### config.mk
export PLATFORM = sky130hd
export DESIGN_NAME = kfl_ctrl
export DESIGN_NICKNAME = d
export VERILOG_FILES = /design/src/rtl/kfl_pkg.sv /design/src/rtl/kfl_ctrl.sv
export SDC_FILE = /design/constraint.sdc
export NUM_CORES = 1
export LEC_CHECK = 0
export ABC_AREA = 1
export ABC_CLOCK_PERIOD_IN_PS = 2700
export BUFFER_PORTS_ARGS = -buffer_cell sky130_fd_sc_hd__buf_2
export CAP_MARGIN = 20
export CORE_MARGIN = 3
export CORE_UTILIZATION = 55
export CTS_CLUSTER_DIAMETER = 200
export CTS_CLUSTER_SIZE = 25
export DETAILED_ROUTE_END_ITERATION = 10
export PLACE_DENSITY = 0.84
export SLEW_MARGIN = 20
export SYNTH_ARGS = -nofsm -noshare
export SYNTH_HDL_FRONTEND = slang
export SYNTH_SLANG_ARGS = --single-unit
### constraint.sdc
create_clock -name clk -period 2.7 [get_ports clk]
set_input_delay 0.135 -clock clk [delete_from_list [all_inputs] [get_ports clk]]
set_output_delay 0.135 -clock clk [all_outputs]
set_load 0.005 [all_outputs]
### src/rtl/kfl_pkg.sv
// ----------------------------------------------------------------------------
// kfl_pkg: shared types and constants
// Widths, status codes and the controller/datapath command and status types.
// ----------------------------------------------------------------------------
package kfl_pkg;

  localparam int MaxKeys  = 64;
  localparam int SlotW    = $clog2(MaxKeys);
  localparam int CountW   = 7;
  localparam int DataW    = 32;
  localparam int FracW    = 16;
  // Quotient magnitude: up to 33 + 16 bits.
  localparam int QuotW    = 49;
  localparam int DivW     = 33;
  localparam int DivCntW  = $clog2(QuotW + 1);
  localparam int CfgIdxW  = 8;

  localparam logic [DataW-1:0] QOne = 32'h0001_0000;

  localparam logic [1:0] StatInterp = 2'd0;
  localparam logic [1:0] StatEmpty  = 2'd1;
  localparam logic [1:0] StatSingle = 2'd2;
  localparam logic [1:0] StatZero   = 2'd3;

  localparam logic CmdLoad  = 1'b0;
  localparam logic CmdQuery = 1'b1;

  localparam logic [CfgIdxW-1:0] CfgKeyCount = 8'd0;
  localparam logic [CfgIdxW-1:0] CfgEmptyOne = 8'd1;

  typedef struct packed {
    logic [SlotW-1:0] slot;
    logic [DataW-1:0] t;
    logic [DataW-1:0] x;
    logic [DataW-1:0] y;
    logic [DataW-1:0] z;
  } key_t;

  // Commands from controller to datapath.
  typedef struct packed {
    logic             rd_en;     // read table entry rd_addr
    logic [SlotW-1:0] rd_addr;
    logic             cap_a;     // capture read data as segment start
    logic             cap_b;     // capture read data as segment end
    logic             div_start; // load operands into divider
    logic             div_step;  // one restoring division step
    logic [1:0]       comp_sel;  // component for multiply stage
    logic             mul_step;  // multiply selected component
    logic             fin_step;  // finish selected component
    logic             load_out;  // load output register
    logic [1:0]       out_status;
    logic             use_default;
    logic             use_a;
  } dp_cmd_t;

  typedef struct packed {
    logic             t_less;    // query time < time read
    logic             d_zero;    // segment interval is zero
  } dp_stat_t;

endpackage

### src/rtl/kfl_ctrl.sv
// ----------------------------------------------------------------------------
// kfl_ctrl: sequencer for loads and queries
// Runs the linear search, the divider and the per-component steps.
// ----------------------------------------------------------------------------
module kfl_ctrl (
  input  logic                       clk,
  input  logic                       rst,
  input  logic                       in_valid,
  input  logic                       in_cmd,
  output logic                       in_ready,
  output logic                       query_cap,
  input  logic [kfl_pkg::CountW-1:0] key_count,
  output kfl_pkg::dp_cmd_t           cmd,
  input  kfl_pkg::dp_stat_t          stat,
  output logic                       out_valid,
  input  logic                       out_ready
);
  import kfl_pkg::*;

  localparam logic [3:0] SIdle   = 4'd0;
  localparam logic [3:0] SSearch = 4'd1;
  localparam logic [3:0] SCheck  = 4'd2;
  localparam logic [3:0] SRdA    = 4'd3;
  localparam logic [3:0] SCapA   = 4'd4;
  localparam logic [3:0] SCapB   = 4'd5;
  localparam logic [3:0] SDecide = 4'd6;
  localparam logic [3:0] SDiv    = 4'd7;
  localparam logic [3:0] SMul    = 4'd8;
  localparam logic [3:0] SFin    = 4'd9;
  localparam logic [3:0] SLoad   = 4'd10;

  logic [3:0]         state, state_next;
  logic [SlotW:0]     idx, idx_next;       // candidate segment index
  logic [SlotW:0]     n_keys;
  logic [DivCntW-1:0] cnt, cnt_next;
  logic [1:0]         comp, comp_next;
  logic [1:0]         st, st_next;
  logic               dflt, dflt_next, usea, usea_next;
  logic               ovalid_next;

  assign n_keys = (key_count > CountW'(MaxKeys)) ? (SlotW+1)'(MaxKeys)
                                                 : key_count[SlotW:0];
  assign in_ready = (state == SIdle) && !out_valid;
  assign query_cap = in_valid && in_ready && (in_cmd == CmdQuery);

  always_ff @(posedge clk) begin
    if (rst) begin
      state <= SIdle; out_valid <= 1'b0;
    end else begin
      state <= state_next; out_valid <= ovalid_next;
    end
    idx <= idx_next; cnt <= cnt_next; comp <= comp_next;
    st <= st_next; dflt <= dflt_next; usea <= usea_next;
  end

  always_comb begin
    state_next  = state;
    idx_next    = idx;
    cnt_next    = cnt;
    comp_next   = comp;
    st_next     = st;
    dflt_next   = dflt;
    usea_next   = usea;
    ovalid_next = out_valid && !out_ready;
    cmd         = '0;
    cmd.comp_sel = comp;
    cmd.out_status = st;
    cmd.use_default = dflt;
    cmd.use_a = usea;
    unique case (state)
      SIdle: begin
        if (query_cap) begin
          idx_next = '0;
          if (n_keys == '0) begin
            st_next = StatEmpty; dflt_next = 1'b1; usea_next = 1'b0;
            state_next = SLoad;
          end else if (n_keys == (SlotW+1)'(1)) begin
            st_next = StatSingle; dflt_next = 1'b0; usea_next = 1'b1;
            state_next = SRdA;
          end else begin
            state_next = SSearch;
          end
        end
      end
      SSearch: begin
        // Read time of key idx+1, unless idx is already the last segment.
        if (idx + (SlotW+1)'(2) >= n_keys) begin
          state_next = SRdA;
        end else begin
          cmd.rd_en = 1'b1;
          cmd.rd_addr = SlotW'(idx + (SlotW+1)'(1));
          state_next = SCheck;
        end
      end
      SCheck: begin
        if (stat.t_less) begin
          state_next = SRdA;
        end else begin
          idx_next = idx + (SlotW+1)'(1);
          state_next = SSearch;
        end
      end
      SRdA: begin
        cmd.rd_en = 1'b1;
        cmd.rd_addr = idx[SlotW-1:0];
        state_next = SCapA;
      end
      SCapA: begin
        cmd.cap_a = 1'b1;
        cmd.rd_en = 1'b1;
        cmd.rd_addr = SlotW'(idx + (SlotW+1)'(1));
        state_next = (st == StatSingle && usea) ? SLoad : SCapB;
      end
      SCapB: begin
        cmd.cap_b = 1'b1;
        state_next = SDecide;
      end
      SDecide: begin
        if (stat.d_zero) begin
          st_next = StatZero; usea_next = 1'b1; dflt_next = 1'b0;
          state_next = SLoad;
        end else begin
          st_next = StatInterp; usea_next = 1'b0; dflt_next = 1'b0;
          cmd.div_start = 1'b1;
          cnt_next = '0;
          state_next = SDiv;
        end
      end
      SDiv: begin
        cmd.div_step = 1'b1;
        cnt_next = cnt + DivCntW'(1);
        if (cnt == DivCntW'(QuotW - 1)) begin
          comp_next = 2'd0;
          state_next = SMul;
        end
      end
      SMul: begin
        cmd.mul_step = 1'b1;
        state_next = SFin;
      end
      SFin: begin
        cmd.fin_step = 1'b1;
        if (comp == 2'd2) begin
          state_next = SLoad;
        end else begin
          comp_next = comp + 2'd1;
          state_next = SMul;
        end
      end
      SLoad: begin
        cmd.load_out = 1'b1;
        ovalid_next = 1'b1;
        st_next = st;
        state_next = SIdle;
      end
      default: state_next = SIdle;
    endcase
    // Single-key path ends after capturing key 0; multi-key queries clear the marker.
    if (state == SIdle && query_cap && n_keys > (SlotW+1)'(1)) begin
      st_next = StatInterp; usea_next = 1'b0; dflt_next = 1'b0;
    end
  end
endmodule

# == Word level (Yosys, flattened, before mapping) ==
# Cells that the tools add are included.
# Widths: inputs -> output; s select.
# op_classes
n_addsub,4
magnitude_cmp,3
eq_ne,20
n_mux,44
reduce_logical,20
# op_table
cell,n
$pmux 4 s10,1
$mux 7,4
$pmux 7 s3,1
$mux 4,5
$mux 2,9
$mux 1,17
$eq 4x3->1 const B,4
$pmux 7 s2,1
$eq 4x4->1 const B,3
$pmux 6 s2,1
$ne 2x2->1 const B,5
$reduce_and 3->1,3
$eq 4x2->1 const B,2
$pmux 2 s2,2
$reduce_bool 2->1,4
$add 7x1->7 const B,1
$add 7x2->7 const B,1
$eq 7x1->1 const B,1
$ge 7x7->1,1
$gt 7x1->1 const B,1
$gt 7x7->1 const B,1
$logic_and 1x1->1,7
$logic_not 7->1,1
$add 6x1->6 const B,1
10 further kinds,14
# totals
reg_bits,24
input_bits,14
out_inout_bits,23

# == Longest topological paths before layout ==
# Gate-level depths: netlist (run 1).
# logic_depth
ltp_word,7
ltp_mapped,13
depth_no_buf,13

# == Worst setup path before layout (run 1) ==
# OpenSTA, ideal clock, no wires.
# synth_path
path_kind,register to output
start,reg idx[2]
end,out cmd[15] (netlist bit)
t_arrival_ns,1.931
required_time_ns,2.565
slack_ns,0.634
path_stages_with_launch,13
path_cell_list,edfxtp_1 -> ha_1 -> inv_1 -> nor3_1 -> xor2_1 -> ha_1 -> nand2_1 -> inv_1 -> a21oi_1 -> nand3_1 -> nor2_1 -> nor2_1 -> o21ai_0
# synth_rtl
element,line,source
"start, declared",kfl_ctrl.sv:33,"logic [SlotW:0] idx, idx_next;"
"start signal, assigned",kfl_ctrl.sv:52,idx <= idx_next; cnt <= cnt_next; comp <= comp_next;
"end, declared",kfl_ctrl.sv:13,"output kfl_pkg::dp_cmd_t cmd,"

==> results of run 1 <==
-- kinds of logic (layout without fill, tap and decap cells) --
group                      Yosys count  count (layout)
DFF                                 23              23
AOI/OAI and AO/OA                   26              26
adders and majority gates           12              12
xor gates and xnor gates             8               8
buffers and inverters               47              89
and+or+nand+nor                    131             131
-- area by class of cell --
class / count / area (um2) / share of cell area (%)
clock buffer: 3 / 22.5 / 1.06
clock inverter: 1 / 5.00 / 0.235
inverter: 44 / 168 / 7.86
multi-input combinational: 177 / 1060 / 49.5
sequential: 23 / 611 / 28.6
tap: 42 / 52.6 / 2.46
timing repair buffer: 41 / 218 / 10.2
-- layout by cell type (no fill, tap or decap) --
cell type,n
nand2_1,51
nor2_1,45
inv_1,36
buf_2,36
edfxtp_1,15
nand3_1,11
ha_1,10
a21oi_1,8
dfxtp_1,8
inv_2,7
xor2_1,6
nor2_4,6
o21ai_0,6
buf_4,5
nand2_2,4
o22ai_2,4
nor2_2,4
nor3_1,4
clkbuf_4,3
a21oi_2,2
xnor2_1,2
o21ai_1,2
nand4_1,2
ha_4,2
a21boi_0,1
nor3_4,1
nor3_2,1
nand3_2,1
nand3_4,1
a31oi_4,1
inv_4,1
a31oi_1,1
o21ai_2,1
clkinv_2,1
-- per-layer routing --
metal	up-vias	wire [um]	global-route usage, %
met5	-	0	0
met2	70	1890	33.0
met3	8	320	4.32
li1	868	-	-
met1	736	1810	27.7
met4	0	49	7.99
-- worst max-delay path by stage --
| stage | start | endpoint |
|---|---|---|
| detailed placement | idx[2] | cmd[15] |
| global placement | idx[2] | cmd[15] |
| finish | idx[2] | cmd[18] |
| floorplan | idx[2] | cmd[15] |
| CTS | idx[2] | cmd[15] |
| global route | idx[2] | cmd[15] |
-- per-stage QoR --
step | utilization [%] | std cells | total power, mW
global route | 73.5 | 331 | 0.970
floorplan | - | 247 | 0.612
CTS | 69.8 | 328 | 0.858
global placement | 67.9 | 322 | 0.687
detailed placement | 67.9 | 322 | 0.691
finish | 73.5 | 331 | 0.916
-- power by group --
group          internal [mW]  total (mW)  switching [mW]
Sequential             0.398       0.416          0.0181
Combinational          0.130       0.331           0.201
Clock                 0.0554       0.170           0.114
Total                  0.583       0.916           0.333
-- repair_timing --
| item | 4_1_cts | 5_1_grt |
|---|---|---|
| hold buffers | 0 | 0 |
| endpoints found under the setup margin | 7 | 7 |
| setup buffers | 2 | 3 |
| pin swaps | 1 | 10 |
| gates resized for setup | 3 | 18 |
| hold endpoints to repair | 0 | 0 |
-- sequential cells by signal, indices dropped and copies added, names as in the netlist --
signal     count
cnt            6
comp           2
st             2
dflt           1
idx            7
out_valid      1
state          4
==> flow_metrics.tcl, run 1 <==
set metrics [dict create \
    ys_seq_area_share_pct 34.7 \
    grt_max_degree 14 \
    wl_per_cell_um 12.3 \
    timing.final.ws_setup_ns 0.00976 \
    synth_seq_cells 23 \
    reg2reg_to "state[0]" \
    r2r_cells 14 \
    area_delta_synth_final_pct 21.1 \
    setup_tns_ns 0 \
    power.leakage_nw 1.06 \
    hold_depth 2 \
    die_h_um 62.6 \
    critPathArrivalTime_ns 2.56 \
    finalCriticalPeriod_ns 2.69 \
    min-delay-start "rst" \
    start_util_pct 60.7 \
    gr-usage-all-layers_pct 20.8 \
    synthXorXnorAreaFrac_pct 3.98 \
    synth_area_leader_cell "edfxtp_1" \
    grt_antenna_before_repair 0 \
    ant_nets 0 \
    finalSetupViolCount 0 \
    startpoint_type "register" \
    r2r_slack_ns 0.57 \
    synth_nets 273 \
    power_density_nw_per_um2 430 \
    gp_congestion 0.976 \
    synth-simple-area-share_pct 33.0 \
    vias 1682 \
    dp_hpwl_um 3140 \
    crit_slowest_cell "edfxtp_1" \
    synth_common_cells "52 x nand2_1, 47 x nor2_1, 38 x inv_1" \
    drv_slew 0 \
    clock.fmax_mhz 372 \
    dpl_cell_area_um2 1970 \
    avgSynthCellArea_um2 7.13 \
    synth_area_um2 1760 \
    ys_types 26 \
    tightest_slew_ns 0.617 \
    row_count 19 \
    avgViaCountPerCell 5.08 \
    min_path_type "input port to register" \
    cp_slowest_stage_delay_ns 0.44 \
    rsz0062_at_grt "true" \
    critPathKind "register to output pin" \
    period_share_pct 99.6 \
    synth_edf_count 15 \
    clkTransAtPathRegs_ns 0.14 \
    ys_top_cells_by_area "edfxtp_1 26%, nand2_1 11%, nor2_1 10%" \
    rr_startpoint "idx[2]" \
    required_ns 2.57 \
    clock_latency_ns 0.31 \
    synthAdderAreaFrac_pct 8.53 \
    cts_root_buffer "clkbuf_4" \
    grt_pass1_wl_um 6740 \
    yosys.cell_count.top_type "nand2_1" \
    htreeDepth 1 \
    outcome "finished, final reports clean" \
    finClkSkew_ns 0.00433 \
    clock-sinks 23 \
    fillers 250 \
    layout-drive-gt1-share_pct 28.0 \
    drtPass1Iterations 4 \
    grt_pass1_vias 1591 \
    antennaDiodeCount 0 \
    crit_top_cell "nand2_1" \
    holdPathEnd "state[2]" \
    synth_compound_area_share_pct 9.03 \
    crit_buf_inv 2 \
    die-area_um2 3920 \
    final_nets 316 \
    ir_drop_mv 0.236 \
    clockBufferDepth 2 \
    cpLargestDelayFamily "simple AND/OR/NAND/NOR gates" \
    timing.hold.ws_ns 0.0386 \
    synthFlopType "edfxtp_1" \
    crit_cells 14 \
    grt_remaining_overflow 0 \
    crit_chain "buf_4, nand2_2, nor3_4, nand2_1, xor2_1, ha_1, nand2_1, nor2_1, nand2_1, nand3_2, nor2_4, nor2_4, o22ai_2, buf_2" \
    max_cap_viol_count 0 \
    cts_tree "done" \
    pre_cts_ws_ns 0.245 \
    drcViolationCount 0 \
    num_io_pins 37 \
    synth_top_area_share_pct 25.6 \
    synthArstFlopShare_pct 0 \
    hold_viol 0 \
    crit_fanout 7 \
    finalWirelength_um 4070 \
    synth_top_family_by_area "simple AND/OR/NAND/NOR gates" \
    io_buffers 36 \
    design_area_um2 2130 \
    coreArea_um2 2900 \
    max_slew_margin_pct 58.7 \
    synthMuxAreaShare_pct 0 \
    cts_buffers 3 \
    yosysWarningCount 0 \
    synth_cells 247 \
    die_x_um 62.6 \
    drt-initial-drc-count 116 \
    critPathCaptureType "output pin" \
]
Power figures use the tool's default switching activity.
==> run 2: changes to the inputs <==
--- a/config.mk
+++ b/config.mk
@@ -7,14 +7,14 @@
 export LEC_CHECK = 0
 export ABC_AREA = 1
 export ABC_CLOCK_PERIOD_IN_PS = 2700
-export BUFFER_PORTS_ARGS = -buffer_cell sky130_fd_sc_hd__buf_2
 export CAP_MARGIN = 20
 export CORE_MARGIN = 3
-export CORE_UTILIZATION = 55
+export CORE_UTILIZATION = 63
 export CTS_CLUSTER_DIAMETER = 200
 export CTS_CLUSTER_SIZE = 25
 export DETAILED_ROUTE_END_ITERATION = 10
-export PLACE_DENSITY = 0.84
+export DONT_BUFFER_PORTS = 1
+export PLACE_DENSITY = 0.83
 export SLEW_MARGIN = 20
 export SYNTH_ARGS = -nofsm -noshare
 export SYNTH_HDL_FRONTEND = slang
==> run 2 against run 1 <==
Compared with the run above: the run now ends with setup timing left; worst hold slack got worse by 0.027 ns; setup slack got worse by 0.021 ns; combinational power decreased by 4%; cell count decreased by 13%; via count decreased by 3.0%; largest power group unchanged.
==> flow_metrics.tcl, run 2 (same netlist as run 1, synthesis figures left out) <==
set metrics [dict create \
    period_share_pct 100 \
    clock.fmax_mhz 369 \
    hold_viol 0 \
    clock_latency_ns 0.33 \
    timing.hold.ws_ns 0.0120 \
    crit_fanout 7 \
    finClkSkew_ns 0.00976 \
    drv_slew 0 \
    die_x_um 58.9 \
    max_cap_viol_count 0 \
    die-area_um2 3460 \
    power.leakage_nw 0.918 \
    clockBufferDepth 2 \
    pre_cts_ws_ns 0.307 \
    r2r_slack_ns 0.39 \
    grt_remaining_overflow 0 \
    drcViolationCount 0 \
    largest_reg_flops 7 \
    drt-initial-drc-count 152 \
    critPathArrivalTime_ns 2.58 \
    layout-drive-gt1-share_pct 18.1 \
    gr-usage-all-layers_pct 23.5 \
    setup_tns_ns -0.0124 \
    grt_antenna_before_repair 0 \
    critPathCaptureType "output pin" \
    startpoint_type "register" \
    area_delta_synth_final_pct 11.6 \
    min_path_type "input port to register" \
    grt_max_degree 14 \
    ir_drop_mv 0.303 \
    tightest_slew_ns 0.640 \
    final_nets 286 \
    required_ns 2.57 \
    ant_nets 0 \
    drtPass1Iterations 7 \
    clkTransAtPathRegs_ns 0.15 \
    cts_root_buffer "clkbuf_4" \
    power_density_nw_per_um2 464 \
    dp_hpwl_um 2990 \
    reg_top3 "idx x7, cnt x6, state x4" \
    grt_pass1_vias 1476 \
    violations "setup timing" \
    finalSetupViolCount 2 \
    clock-sinks 23 \
    finalCriticalPeriod_ns 2.71 \
    rsz0062_at_grt "true" \
    start_util_pct 68.6 \
    top_register "idx" \
    io_buffers 0 \
    grt_pass1_wl_um 6220 \
    timing.final.ws_setup_ns -0.0115 \
    max_slew_margin_pct 57.1 \
    final_cell_mix "50 x nand2_1, 45 x nor2_1, 38 x inv_1" \
    critPathKind "register to output pin" \
    num_io_pins 37 \
    htreeDepth 1 \
    cts_tree "done" \
    avgViaCountPerCell 5.65 \
    outcome "complete, but fails checks" \
    cts_buffers 3 \
    gp_congestion 0.860 \
    finalWirelength_um 4310 \
    final_common_cell "nand2_1" \
    vias 1632 \
    row_count 18 \
    die_h_um 58.9 \
    coreArea_um2 2570 \
    antennaDiodeCount 0 \
    wl_per_cell_um 14.9 \
]
-- run 2: routing by layer --
layer	track usage (%)	share of wire, %
met1	31.6	41
met2	36.1	46
met3	5.48	11
met4	9.71	1.9
met5	0	0
-- run 2: path summary, 6_finish.rpt --
check / depth (start not counted) / startpoint / to
worst max-delay path: 13 / idx[2] / cmd[19]
worst min-delay path: 3 / key_count[6] / state[3]
worst max register to register: 15 / idx[2] / state[0]
worst min register to register: 2 / st[0] / st[0]
-- run 2: repair_timing --
item | in CTS | in global routing
setup endpoints to repair | 7 | 7
hold endpoints to repair | 5 | 0
hold buffers | 2 | 0
pin swaps | 0 | 11
setup buffers | 1 | 8
gates cloned | 0 | 0
resized for setup | 1 | 17
-- run 2: power breakdown --
group          total (mW)  leakage [nW]  switching (mW)  internal [mW]
Clock               0.178        0.0177           0.122         0.0557
Combinational       0.317         0.701           0.195          0.123
Sequential          0.416         0.199          0.0188          0.397
-- run 2: area by class of cell --
type	count	area, um2
clock buffer	3	22.5
clock inverter	1	5.00
fill	188	603
inverter	44	168
multi-input combinational	177	1030
sequential	23	611
tap	30	37.5
timing repair buffer	11	91.3
-- run 2: critical path: stages (launching register included) --
cell and delay, ns:
edfxtp_1 0.44, buf_6 0.12, nand2_2 0.06, nor3_2 0.25, nand2_1 0.12, xor2_1 0.17, ha_1 0.34, nand2_2 0.07
nor2_1 0.09, nand2_1 0.07, nand3_2 0.10, nor2_4 0.05, nor2_4 0.23, nand2_1 0.13
-- run 2: stage by stage --
step / power (mW) / util [%] / area [um2] / cells
finish: 0.911 / 76.5 / 1960 / 289
global placement: 0.656 / 69.2 / 1780 / 274
floorplan: 0.612 / - / 1760 / 247
CTS: 0.830 / 71.4 / 1830 / 281
global route: 0.947 / 76.5 / 1960 / 289
detailed placement: 0.661 / 69.2 / 1780 / 274
